==> config.mk <==
export PLATFORM = sky130hd
export DESIGN_NAME = can_signal_extractor
export DESIGN_NICKNAME = d
export VERILOG_FILES = /design/src/cse_pkg.sv /design/src/cse_front.sv /design/src/cse_queue.sv /design/src/cse_back.sv /design/src/can_signal_extractor.sv
export SDC_FILE = /design/constraint.sdc
export NUM_CORES = 1
export LEC_CHECK = 0
export BUFFER_PORTS_ARGS = -buffer_cell sky130_fd_sc_hd__buf_2
export CAP_MARGIN = 20
export CELL_PAD_IN_SITES_DETAIL_PLACEMENT = 0
export CELL_PAD_IN_SITES_GLOBAL_PLACEMENT = 1
export CORE_MARGIN = 2
export CORE_UTILIZATION = 45
export DETAILED_ROUTE_END_ITERATION = 10
export PLACE_DENSITY_LB_ADDON = 0.1
export SYNTH_ARGS = -nofsm -noshare
export SYNTH_HDL_FRONTEND = slang
export SYNTH_SLANG_ARGS = --single-unit
==> constraint.sdc <==
create_clock -name clk -period 13.26 [get_ports clk]
set_input_delay 2.652 -clock clk [delete_from_list [all_inputs] [get_ports clk]]
set_output_delay 2.652 -clock clk [all_outputs]
set_load 0.05 [all_outputs]
==> src/cse_pkg.sv <==
// ----------------------------------------------------------------------------
// CAN signal extractor package
// Widths, codes, shared types and helper functions for the extractor.
// ----------------------------------------------------------------------------
`default_nettype none

package cse_pkg;

  // Payload size and field widths
  localparam int PAYLOAD_BYTES = 8;
  localparam int ID_W          = 29;
  localparam int LEN_W         = 4;
  localparam int DATA_W        = 64;
  localparam int OFS_W         = 6;
  localparam int BITS_W        = 7;
  localparam int CNT_W         = 7;
  localparam int TYPE_W        = 3;
  localparam int STAT_W        = 2;
  localparam int IDX_W         = 6;
  localparam int CFG_IDX_W     = 3;
  localparam int CFG_DATA_W    = 32;
  // Bit position reaches offset + 64 * 64 after the final step, so 13 bits
  localparam int POS_W         = 13;
  localparam int MAX_ELEMS     = 64;
  localparam int QDEPTH        = 2;
  localparam int QPTR_W        = (QDEPTH > 1) ? $clog2(QDEPTH) : 1;
  localparam int QCNT_W        = $clog2(QDEPTH + 1);

  // Result status codes
  localparam logic [STAT_W-1:0] STAT_OK        = 2'd0;
  localparam logic [STAT_W-1:0] STAT_NOT_FOUND = 2'd1;
  localparam logic [STAT_W-1:0] STAT_LEN_ERR   = 2'd2;

  // Register indexes
  localparam logic [CFG_IDX_W-1:0] REG_MATCH_ID   = 3'd0;
  localparam logic [CFG_IDX_W-1:0] REG_EXP_LENGTH = 3'd1;
  localparam logic [CFG_IDX_W-1:0] REG_FIELD_OFS  = 3'd2;
  localparam logic [CFG_IDX_W-1:0] REG_FIELD_BITS = 3'd3;
  localparam logic [CFG_IDX_W-1:0] REG_FIELD_CNT  = 3'd4;
  localparam logic [CFG_IDX_W-1:0] REG_FIELD_TYPE = 3'd5;

  // Field type needing sign extension, and the default raw type
  localparam logic [TYPE_W-1:0] TYPE_SIGNED   = 3'd1;
  localparam logic [TYPE_W-1:0] TYPE_UNSIGNED = 3'd2;

  // Low n bits set; saturates at the full word
  function automatic logic [DATA_W-1:0] low_mask(input logic [BITS_W-1:0] n);
    logic [DATA_W-1:0] m;
    if (n >= BITS_W'(DATA_W)) begin
      m = '1;
    end else begin
      m = (DATA_W'(1) << n) - DATA_W'(1);
    end
    return m;
  endfunction

  localparam logic [DATA_W-1:0] PAYLOAD_MASK = low_mask(BITS_W'(PAYLOAD_BYTES * 8));

  // Configuration register set
  typedef struct packed {
    logic [ID_W-1:0]   match_id;
    logic [LEN_W-1:0]  expected_length;
    logic [OFS_W-1:0]  field_offset;
    logic [BITS_W-1:0] field_bits;
    logic [CNT_W-1:0]  field_count;
    logic [TYPE_W-1:0] field_type;
  } cfg_t;

  // Classified frame handed from front to back
  typedef struct packed {
    logic [STAT_W-1:0] status;
    logic [DATA_W-1:0] data;
  } job_t;

endpackage

`default_nettype wire

==> src/cse_front.sv <==
// ----------------------------------------------------------------------------
// CAN signal extractor front end
// Accepts frames, checks identifier and length, and registers a job.
// ----------------------------------------------------------------------------
`default_nettype none

module cse_front (
  input  wire logic                       clk,
  input  wire logic                       rst,
  input  wire cse_pkg::cfg_t              cfg,
  input  wire logic                       in_valid,
  output logic                            in_ready,
  input  wire logic [cse_pkg::ID_W-1:0]   frame_id,
  input  wire logic [cse_pkg::LEN_W-1:0]  frame_length,
  input  wire logic [cse_pkg::DATA_W-1:0] payload,
  output logic                            job_valid,
  input  wire logic                       job_ready,
  output cse_pkg::job_t                   job
);

  logic                        drop;
  logic [cse_pkg::STAT_W-1:0]  cls_status;

  // Stage is free when empty or when its job moves on this cycle
  assign in_ready = !job_valid || job_ready;

  // Classification: identifier first, then length
  always_comb begin
    drop = 1'b0;
    if (frame_id != cfg.match_id) begin
      cls_status = cse_pkg::STAT_NOT_FOUND;
    end else if (frame_length != cfg.expected_length) begin
      cls_status = cse_pkg::STAT_LEN_ERR;
    end else begin
      cls_status = cse_pkg::STAT_OK;
      // no elements at all: frame yields nothing
      drop = (cfg.field_count == '0);
    end
  end

  // Job register
  always_ff @(posedge clk) begin
    if (rst) begin
      job_valid <= 1'b0;
    end else if (in_ready) begin
      job_valid <= in_valid && !drop;
    end
    if (in_valid && in_ready) begin
      job.status <= cls_status;
      job.data   <= payload & cse_pkg::PAYLOAD_MASK;
    end
  end

endmodule

`default_nettype wire

==> src/cse_queue.sv <==
// ----------------------------------------------------------------------------
// CAN signal extractor job queue
// Small register FIFO decoupling classification from extraction.
// ----------------------------------------------------------------------------
`default_nettype none

module cse_queue (
  input  wire logic          clk,
  input  wire logic          rst,
  input  wire logic          push_valid,
  output logic               push_ready,
  input  wire cse_pkg::job_t push_job,
  output logic               pop_valid,
  input  wire logic          pop_ready,
  output cse_pkg::job_t      pop_job
);

  cse_pkg::job_t                slots [cse_pkg::QDEPTH];
  logic [cse_pkg::QPTR_W-1:0]   wr_ptr;
  logic [cse_pkg::QPTR_W-1:0]   rd_ptr;
  logic [cse_pkg::QCNT_W-1:0]   fill;
  logic                         push;
  logic                         pop;

  assign push_ready = (fill != cse_pkg::QCNT_W'(cse_pkg::QDEPTH));
  assign pop_valid  = (fill != '0);
  assign push       = push_valid && push_ready;
  assign pop        = pop_valid && pop_ready;
  assign pop_job    = slots[rd_ptr];

  // Pointer wrap at the queue depth
  function automatic logic [cse_pkg::QPTR_W-1:0] ptr_inc(
    input logic [cse_pkg::QPTR_W-1:0] p
  );
    logic [cse_pkg::QPTR_W-1:0] r;
    if (p == cse_pkg::QPTR_W'(cse_pkg::QDEPTH - 1)) begin
      r = '0;
    end else begin
      r = p + cse_pkg::QPTR_W'(1);
    end
    return r;
  endfunction

  // Pointers and fill count
  always_ff @(posedge clk) begin
    if (rst) begin
      wr_ptr <= '0;
      rd_ptr <= '0;
      fill   <= '0;
    end else begin
      if (push) begin
        wr_ptr <= ptr_inc(wr_ptr);
      end
      if (pop) begin
        rd_ptr <= ptr_inc(rd_ptr);
      end
      if (push && !pop) begin
        fill <= fill + cse_pkg::QCNT_W'(1);
      end else if (pop && !push) begin
        fill <= fill - cse_pkg::QCNT_W'(1);
      end
    end
  end

  // Storage
  always_ff @(posedge clk) begin
    if (push) begin
      slots[wr_ptr] <= push_job;
    end
  end

endmodule

`default_nettype wire

==> src/cse_back.sv <==
// ----------------------------------------------------------------------------
// CAN signal extractor back end
// Walks the field array into an output register, one element per cycle while the output is taken.
// ----------------------------------------------------------------------------
`default_nettype none

module cse_back (
  input  wire logic                        clk,
  input  wire logic                        rst,
  input  wire cse_pkg::cfg_t               cfg,
  input  wire logic                        pop_valid,
  output logic                             pop_ready,
  input  wire cse_pkg::job_t               pop_job,
  output logic                             out_valid,
  input  wire logic                        out_ready,
  output logic [cse_pkg::STAT_W-1:0]       status,
  output logic [cse_pkg::IDX_W-1:0]        element_index,
  output logic [cse_pkg::DATA_W-1:0]       value,
  output logic                             last
);

  logic                         busy;
  logic [cse_pkg::STAT_W-1:0]   cur_status;
  logic [cse_pkg::DATA_W-1:0]   cur_data;
  logic [cse_pkg::IDX_W-1:0]    idx;
  logic [cse_pkg::POS_W-1:0]    pos;

  logic [cse_pkg::BITS_W-1:0]   bits_sat;
  logic [cse_pkg::CNT_W-1:0]    count_sat;
  logic [cse_pkg::DATA_W-1:0]   mask;
  logic [cse_pkg::DATA_W-1:0]   shifted;
  logic [cse_pkg::DATA_W-1:0]   elem;
  logic [cse_pkg::DATA_W-1:0]   res_value;
  logic [cse_pkg::IDX_W-1:0]    res_index;
  logic                         is_err;
  logic                         cur_last;
  logic                         emit;
  logic                         pop;

  // Saturated width and count
  assign bits_sat  = (cfg.field_bits > cse_pkg::BITS_W'(cse_pkg::DATA_W)) ?
                     cse_pkg::BITS_W'(cse_pkg::DATA_W) : cfg.field_bits;
  assign count_sat = (cfg.field_count > cse_pkg::CNT_W'(cse_pkg::MAX_ELEMS)) ?
                     cse_pkg::CNT_W'(cse_pkg::MAX_ELEMS) : cfg.field_count;
  assign mask      = cse_pkg::low_mask(bits_sat);

  // Handshake between queue, walker and output register
  assign is_err    = (cur_status != cse_pkg::STAT_OK);
  assign cur_last  = is_err ||
                     ((cse_pkg::CNT_W'(idx) + cse_pkg::CNT_W'(1)) == count_sat);
  assign emit      = busy && (!out_valid || out_ready);
  assign pop_ready = !busy || (emit && cur_last);
  assign pop       = pop_valid && pop_ready;

  // Element extraction and sign extension
  assign shifted = cur_data >> pos[cse_pkg::OFS_W-1:0];
  always_comb begin
    if (pos[cse_pkg::POS_W-1:cse_pkg::OFS_W] == '0) begin
      elem = shifted & mask;
    end else begin
      elem = '0;
    end
    if (cfg.field_type == cse_pkg::TYPE_SIGNED && bits_sat != '0 &&
        bits_sat < cse_pkg::BITS_W'(cse_pkg::DATA_W) &&
        elem[bits_sat[cse_pkg::OFS_W-1:0] - cse_pkg::OFS_W'(1)]) begin
      elem = elem | ~mask;
    end
    // error results carry zero index and value
    if (is_err) begin
      res_value = '0;
      res_index = '0;
    end else begin
      res_value = elem;
      res_index = idx;
    end
  end

  // Walker state and output register
  always_ff @(posedge clk) begin
    if (rst) begin
      busy      <= 1'b0;
      out_valid <= 1'b0;
    end else begin
      if (emit) begin
        out_valid <= 1'b1;
      end else if (out_ready) begin
        out_valid <= 1'b0;
      end
      // a new job takes over as the previous one finishes
      if (pop) begin
        busy <= 1'b1;
      end else if (emit && cur_last) begin
        busy <= 1'b0;
      end
    end
    if (emit) begin
      status        <= cur_status;
      element_index <= res_index;
      value         <= res_value;
      last          <= cur_last;
    end
    if (pop) begin
      cur_status <= pop_job.status;
      cur_data   <= pop_job.data;
      idx        <= '0;
      pos        <= cse_pkg::POS_W'(cfg.field_offset);
    end else if (emit) begin
      idx        <= idx + cse_pkg::IDX_W'(1);
      pos        <= pos + cse_pkg::POS_W'(bits_sat);
    end
  end

endmodule

`default_nettype wire

==> src/can_signal_extractor.sv <==
// ----------------------------------------------------------------------------
// CAN signal extractor
// Decodes one array signal from a little-endian CAN frame payload.
// ----------------------------------------------------------------------------
// A frame is taken whenever the front stage or the two-entry job queue has
// room; the back end then gives one result per cycle while the output is
// taken: one result for a frame whose identifier or length is wrong,
// field_count results (saturated at 64) for a matching frame, none when
// field_count is zero. A matching frame thus occupies the back end while its
// single element counter and shifter walk its field_count elements; results
// of one frame are followed without a gap by those of the next when it is
// already queued. Registers are written through the configuration channel,
// which is always ready; writes to unused indexes are ignored.
`default_nettype none

module can_signal_extractor (
  input  wire logic                           clk,
  input  wire logic                           rst,
  // configuration write channel
  input  wire logic                           cfg_valid,
  output logic                                cfg_ready,
  input  wire logic [cse_pkg::CFG_IDX_W-1:0]  cfg_index,
  input  wire logic [cse_pkg::CFG_DATA_W-1:0] cfg_data,
  // frame input
  input  wire logic                           in_valid,
  output logic                                in_ready,
  input  wire logic [cse_pkg::ID_W-1:0]       frame_id,
  input  wire logic [cse_pkg::LEN_W-1:0]      frame_length,
  input  wire logic [cse_pkg::DATA_W-1:0]     payload,
  // result output
  output logic                                out_valid,
  input  wire logic                           out_ready,
  output logic [cse_pkg::STAT_W-1:0]          status,
  output logic [cse_pkg::IDX_W-1:0]           element_index,
  output logic [cse_pkg::DATA_W-1:0]          value,
  output logic                                last
);

  cse_pkg::cfg_t cfg;
  cse_pkg::job_t front_job;
  cse_pkg::job_t queue_job;
  logic          front_valid;
  logic          front_ready;
  logic          queue_valid;
  logic          queue_ready;

  assign cfg_ready = 1'b1;

  // Configuration registers
  always_ff @(posedge clk) begin
    if (rst) begin
      cfg.match_id        <= '0;
      cfg.expected_length <= cse_pkg::LEN_W'(8);
      cfg.field_offset    <= '0;
      cfg.field_bits      <= cse_pkg::BITS_W'(8);
      cfg.field_count     <= cse_pkg::CNT_W'(1);
      cfg.field_type      <= cse_pkg::TYPE_UNSIGNED;
    end else if (cfg_valid) begin
      unique case (cfg_index)
        cse_pkg::REG_MATCH_ID:   cfg.match_id        <= cfg_data[cse_pkg::ID_W-1:0];
        cse_pkg::REG_EXP_LENGTH: cfg.expected_length <= cfg_data[cse_pkg::LEN_W-1:0];
        cse_pkg::REG_FIELD_OFS:  cfg.field_offset    <= cfg_data[cse_pkg::OFS_W-1:0];
        cse_pkg::REG_FIELD_BITS: cfg.field_bits      <= cfg_data[cse_pkg::BITS_W-1:0];
        cse_pkg::REG_FIELD_CNT:  cfg.field_count     <= cfg_data[cse_pkg::CNT_W-1:0];
        cse_pkg::REG_FIELD_TYPE: cfg.field_type      <= cfg_data[cse_pkg::TYPE_W-1:0];
        default: begin
        end
      endcase
    end
  end

  // Classification front end
  cse_front u_front (
    .clk          (clk),
    .rst          (rst),
    .cfg          (cfg),
    .in_valid     (in_valid),
    .in_ready     (in_ready),
    .frame_id     (frame_id),
    .frame_length (frame_length),
    .payload      (payload),
    .job_valid    (front_valid),
    .job_ready    (front_ready),
    .job          (front_job)
  );

  // Job queue
  cse_queue u_queue (
    .clk        (clk),
    .rst        (rst),
    .push_valid (front_valid),
    .push_ready (front_ready),
    .push_job   (front_job),
    .pop_valid  (queue_valid),
    .pop_ready  (queue_ready),
    .pop_job    (queue_job)
  );

  // Extraction back end
  cse_back u_back (
    .clk           (clk),
    .rst           (rst),
    .cfg           (cfg),
    .pop_valid     (queue_valid),
    .pop_ready     (queue_ready),
    .pop_job       (queue_job),
    .out_valid     (out_valid),
    .out_ready     (out_ready),
    .status        (status),
    .element_index (element_index),
    .value         (value),
    .last          (last)
  );

endmodule

`default_nettype wire

==> run metrics, run 1 <==
Die X 241.2 µm; sequential area share after synthesis 0.4668; number of synthesized flops with an enable pin 343; Final Skew 0.02271 ns; CTS tree done; WL/cell 29.03 µm; vias in the first global route 19690; Final Power 6747 µW; dpl hpwl 69.56 mm; DRT antenna net count 0; die area 0.05819 mm²; most common cell after layout, fill and taps aside edfxtp_1; worst skew pair latency 0.59 ns; worst stage delay on the critical path 0.77 ns; Yosys cell types 105; simple-gate share of the synthesized area 0.1481; Worst EP required 13.57 ns; post-synthesis xor/xnor area fraction 0.02871; Ports 213; H-tree depth 2; Starting Density 0.4570; crit share post-route 0.6019; final setup fails 0; post-synthesis compound-gate area fraction 0.1476; # hold bufs at CTS 0; max-slew violations 0; Pwr Density 237.2 mW/mm²; largest family of logic cells by synthesized area multiplexers; leakage power 0.009879 µW; Num Clock Sinks 419; utilization after layout 0.5132; initial antenna violation count 1; proportion of synthesized area in mux cells 0.1645; cell area after synthesis 0.02532 mm²; status finished clean; Maximum Capacitance Violations 0; final count of hold timing violations 0; Synth-to-Final Area Change 12.30%; Cells after Synth 2307; share of layout cells above drive strength 1 0.2360; Inserted Clock Buffers 45; FP Rows 86; RSZ-0062 raised after global routing false; Synth Flop Type edfxtp_1; largest net degree at the start of global routing 80; first-pass GRT wire length 135.5 mm; critical-path cell list buf_4, nor2b_1, buf_4, inv_1, buf_4, ha_1, buf_4, nor2b_1, nand3_1, ha_1, o41a_1, a31oi_1, or3_1, nor4_1, a211oi_1, and3_1, a211oi_1, nor3_1, a32o_1, nand3_2, o21ai_0; Finished Cell Area 0.02844 mm²; Worst setup EP type flip-flop; post-route setup TNS 0 ns; VDD IR-drop max 0.0001417 V; Max stage delay cell, worst path o21ai_0; fin crit period 7.982 ns; Die Ht 241.2 µm; total track usage 0.3199; Synth Area in Adders 0.008202; TritonRoute pass-1 iters 6; Slew HR 0.2232; Syn Area/Cell 10.98 µm²; # DRC 0; highest-count cells in the layout ignoring fill and taps 343 x edfxtp_1, 233 x nand2_1, 208 x buf_2, 175 x nor2_1, 139 x a21oi_1; cts repair resizes 0; GPL Wtd Cong 1.011; Worst setup SP type flip-flop; critical path class reg -> reg; Diodes inserted 0; Fill cells 4927; vias 21075; Achievable Freq 0.1253 GHz; CTS clk-pin slew, worst paths 0.07 ns; postcts setup bufs 0; Synthesis Warnings 0; clock root buffer clkbuf_16; Yosys reg bits 419; syn_nets 2460; WL final 93.80 mm; critical path peak fanout 42; CP dominant cell by count buf_4; post-place instance area 0.02694 mm²; GRT overflow 0; Data arrival, critical path 8.29 ns; async set-reset flop share out of synthesis 0; DR iter-0 viols 2571; R2R Setup Slk 5.28 ns; Vias/cell 6.523; Worst Max-Slew Pin Slew 1.156 ns; clk buf depth 3; Placeable Area 0.05542 mm²; port bufs 208; HP Class reg -> reg; # nets final 2599
[report_power, final]
part           internal [µW]  switching [µW]
combinational           1220            2340
sequential              1710             227
clock                    728             517
total                   3660            3080
[final timing paths]
check / startpoint / end / depth (start not counted)
worst min-delay path: u_front.job[0] / u_queue.slots[0][0] / 0
worst min register to register: u_front.job[0] / u_queue.slots[0][0] / 0
worst max-delay path: cfg[16] / u_back.value[5] / 21
worst max register to register: cfg[16] / u_back.value[5] / 21
[final cells by class]
type | instances | area (µm²) | share of cell area
inverter | 27 | 102.6 | 0.003608
clock inverter | 30 | 309.0 | 0.01087
sequential | 419 | 11820 | 0.4157
multi-input combinational | 1691 | 12640 | 0.4445
timing repair buffer | 262 | 1466 | 0.05156
tap | 748 | 935.9 | 0.03291
clock buffer | 54 | 1160 | 0.04078
[routing by layer]
| metal | part of all wire | GRT usage | vias up |
|---|---|---|---|
| met5 | 0 | 0 | - |
| met4 | 0.042 | 0.1218 | 0 |
| met3 | 0.090 | 0.06222 | 189 |
| met2 | 0.45 | 0.4848 | 1199 |
| met1 | 0.42 | 0.4547 | 10477 |
| li1 | - | - | 9210 |
[metrics by stage]
| step | setup WS [ns] | hold slack (ns) | instances |
|---|---|---|---|
| floorplan | 7.521 | 0.4215 | 2307 |
| global placement | 5.735 | 0.4235 | 3143 |
| detailed placement | 5.637 | 0.4311 | 3145 |
| CTS | 5.626 | 0.4433 | 3229 |
| global route | 5.073 | 0.4503 | 3231 |
| finish | 5.278 | 0.4410 | 3231 |
[worst max-delay path: cells and delay by family (launching register included)]
kind | cells | cell delay, ns
flip-flops | 1 | 0.35
buffers and inverters | 5 | 1.40
AO/OA/AOI/OAI | 6 | 2.45
AND/OR/NAND/NOR | 8 | 2.87
adder cells (fa/ha/maj) | 2 | 0.62
[kinds of logic (layout without fill, tap and decap cells)]
| kind of cell | count (synthesis) | in the layout |
|---|---|---|
| compound gates | 538 | 538 |
| xor+xnor | 83 | 83 |
| fa+ha+maj | 16 | 16 |
| buf+inv | 197 | 373 |
| flops | 419 | 419 |
| mux | 294 | 294 |
| other cells | 1 | 1 |
| simple gates | 759 | 759 |
[synth_stat cells, types with 50 or more instances]
master	n	area (µm²)
nor3_1	56	280.3
edfxtp_1	343	10300
nor2_1	176	660.6
mux2_2	101	1137
clkbuf_1	87	326.6
nand2_1	233	874.6
nand3_1	64	320.3
o21ai_0	79	395.4
mux2i_1	104	1041
a21oi_1	140	700.7
dfxtp_1	76	1521
xnor2_1	50	437.9
mux4_2	87	1959
[flip-flops by register name, indices dropped and copies added, names as in the netlist, 2 cells and up]
name                  cells
u_queue.slots           132
u_front.job              66
u_back.cur_data          64
u_back.value             64
cfg                      56
u_back.pos               13
u_back.element_index      6
u_back.idx                6
u_back.cur_status         2
u_back.status             2
u_queue.fill              2
(Power assumes the default switching activity.)
==> inputs of run 2 (changes only) <==
ABC_AREA = 1   (was not set)
clock period = 8.3 ns   (was 13.26 ns; I/O delays follow)
==> run metrics, run 2 <==
Die X 234.6 µm; total track usage 0.2896; Inst Count DP 3855; clk buf depth 3; largest net degree at the start of global routing 83; Hold Slack 0.4435 ns; post-route setup TNS 0 ns; Max stage delay cell, worst path dfxtp_1; HP Class reg -> reg; clock power share 0.190; GPL Wtd Cong 0.9386; Vias/cell 5.561; # nets final 3366; FP Rows 84; GRT overflow 0; Synthesis Warnings 0; CP dominant cell by count nand2_1; Comb power frac 0.504; Worst EP required 8.57 ns; number of synthesized flops with an enable pin 343; Syn Area/Cell 7.767 µm²; final setup fails 0; Placeable Area 0.05255 mm²; # DRC 0; Pint 5145 µW; vias in the first global route 20453; Maximum Capacitance Violations 0; postcts setup bufs 0; H-tree depth 2; largest cells by area after synthesis edfxtp_1 43%, nand2_1 13%, nand3_1 11%; crit share post-route 0.7619; Data arrival, critical path 6.60 ns; RSZ-0062 raised after global routing false; # hold bufs at CTS 0; worst stage delay on the critical path 0.69 ns; Synth-to-Final Area Change 12.22%; Num Clock Sinks 419; Worst setup EP type flip-flop; Synth Flop Type edfxtp_1; Biggest register u_queue.slots; Ports 213; DR iter-0 viols 2310; Inserted Clock Buffers 42; DRT antenna net count 0; most frequent cell after synthesis nand2_1; Storage cell area 0.01182 mm²; WL/cell 20.68 µm; switching part of the total 0.4823; leakage power 0.01177 µW; Achievable Freq 0.1581 GHz; Largest register FFs 132; vias 21871; Post-Layout Cell Count 3933; Finished Cell Area 0.02686 mm²; CTS tree done; Yosys cell types 53; initial antenna violation count 1; Synth top cells by count 851 x nand2_1, 532 x nand3_1, 343 x edfxtp_1; Worst setup SP type flip-flop; CTS clk-pin slew, worst paths 0.06 ns; clock root buffer clkbuf_16; share of layout cells above drive strength 1 0.1146; critical path class reg -> reg; sequential area share after synthesis 0.4938; VDD IR-drop max 0.0002507 V; Final Skew 0.03002 ns; Fill cells 5112; async set-reset flop share out of synthesis 0; largest registers u_queue.slots x132, u_front.job x66; Synth top area share 0.4303; status finished clean; port bufs 208; post-place instance area 0.02546 mm²; post-synth top area cell edfxtp_1; Psw 4793 µW; highest-count cells in the layout ignoring fill and taps 851 x nand2_1, 532 x nand3_1, 343 x edfxtp_1, 336 x nor2_1, 236 x inv_1; worst skew pair latency 0.60 ns; first-pass GRT wire length 123.3 mm; Worst Max-Slew Pin Slew 1.114 ns; Yosys reg bits 419; part of the power in registers 0.306; WL final 81.32 mm; most common cell after layout, fill and taps aside nand2_1; Pwr Density 369.9 mW/mm²; fin crit period 6.324 ns; final count of hold timing violations 0; cts repair resizes 0; dpl hpwl 60.85 mm; cell area after synthesis 0.02394 mm²; Slew HR 0.2570; Die Ht 234.6 µm; max-slew violations 0; area of the multi-input gates 0.01052 mm²; Cells after Synth 3082; critical path peak fanout 33; Starting Density 0.4555; die area 0.05506 mm²; syn_nets 3235; Diodes inserted 0; TritonRoute pass-1 iters 6
[run 2: final cells by class]
| class | instances | area share |
|---|---|---|
| tap | 688 | 0.03204 |
| clock inverter | 23 | 0.008523 |
| inverter | 262 | 0.03679 |
| clock buffer | 53 | 0.04290 |
| timing repair buffer | 238 | 0.04806 |
| multi-input combinational | 2250 | 0.3916 |
| sequential | 419 | 0.4401 |
[run 2: kinds of logic after synthesis]
| group | share of synthesized area |
|---|---|
| buffers and inverters | 0.06748 |
| AOI/OAI and AO/OA | 0.07490 |
| adders and majority gates | 0.008676 |
| other | 0.0001566 |
| and+or+nand+nor | 0.3328 |
| xor gates and xnor gates | 0.02216 |
| DFF | 0.4938 |
[run 2: layer usage]
metal,track usage,wire length (µm),up-vias
met5,0,12,-
met4,0.06885,1894,2
met3,0.03830,5452,111
met2,0.4560,36800,842
met1,0.4241,37160,10317
li1,-,-,10599
[run 2: critical path: cells and delay by family (launching register included)]
kind	cells	cell delay [ns]
buffers and inverters	5	0.86
adder cells (fa/ha/maj)	2	0.46
flip-flops	1	0.69
AO/OA/AOI/OAI	1	0.11
AND/OR/NAND/NOR	22	3.86
[run 2: through the flow]
stage,setup WS [ns],utilization,power [µW]
global route,1.435,0.5112,10590
global placement,2.190,0.4840,7915
finish,1.976,0.5112,9938
detailed placement,2.126,0.4844,7974
floorplan,2.332,-,6413
CTS,2.078,0.5107,9879
[run 2: path summary, 6_finish.rpt]
kind                                              to  depth (start not counted)             from  slack, ns
worst max-delay path                u_back.value[50]                         30          cfg[12]       1.98
worst min-delay path            u_queue.slots[0][19]                          0  u_front.job[19]       0.44
worst max register to register      u_back.value[50]                         30          cfg[12]       1.98
worst min register to register  u_queue.slots[0][19]                          0  u_front.job[19]       0.44
[run 2: power groups by stage]
stage | Combinational [µW] | Sequential [µW] | Clock [µW]
final | 5010 | 3040 | 1890
after global placement | 4850 | 3060 | 0
after global routing | 5500 | 3080 | 2000
after detailed placement | 4900 | 3070 | 0
after CTS | 4920 | 3040 | 1920
after floorplan | 3040 | 3370 | 0
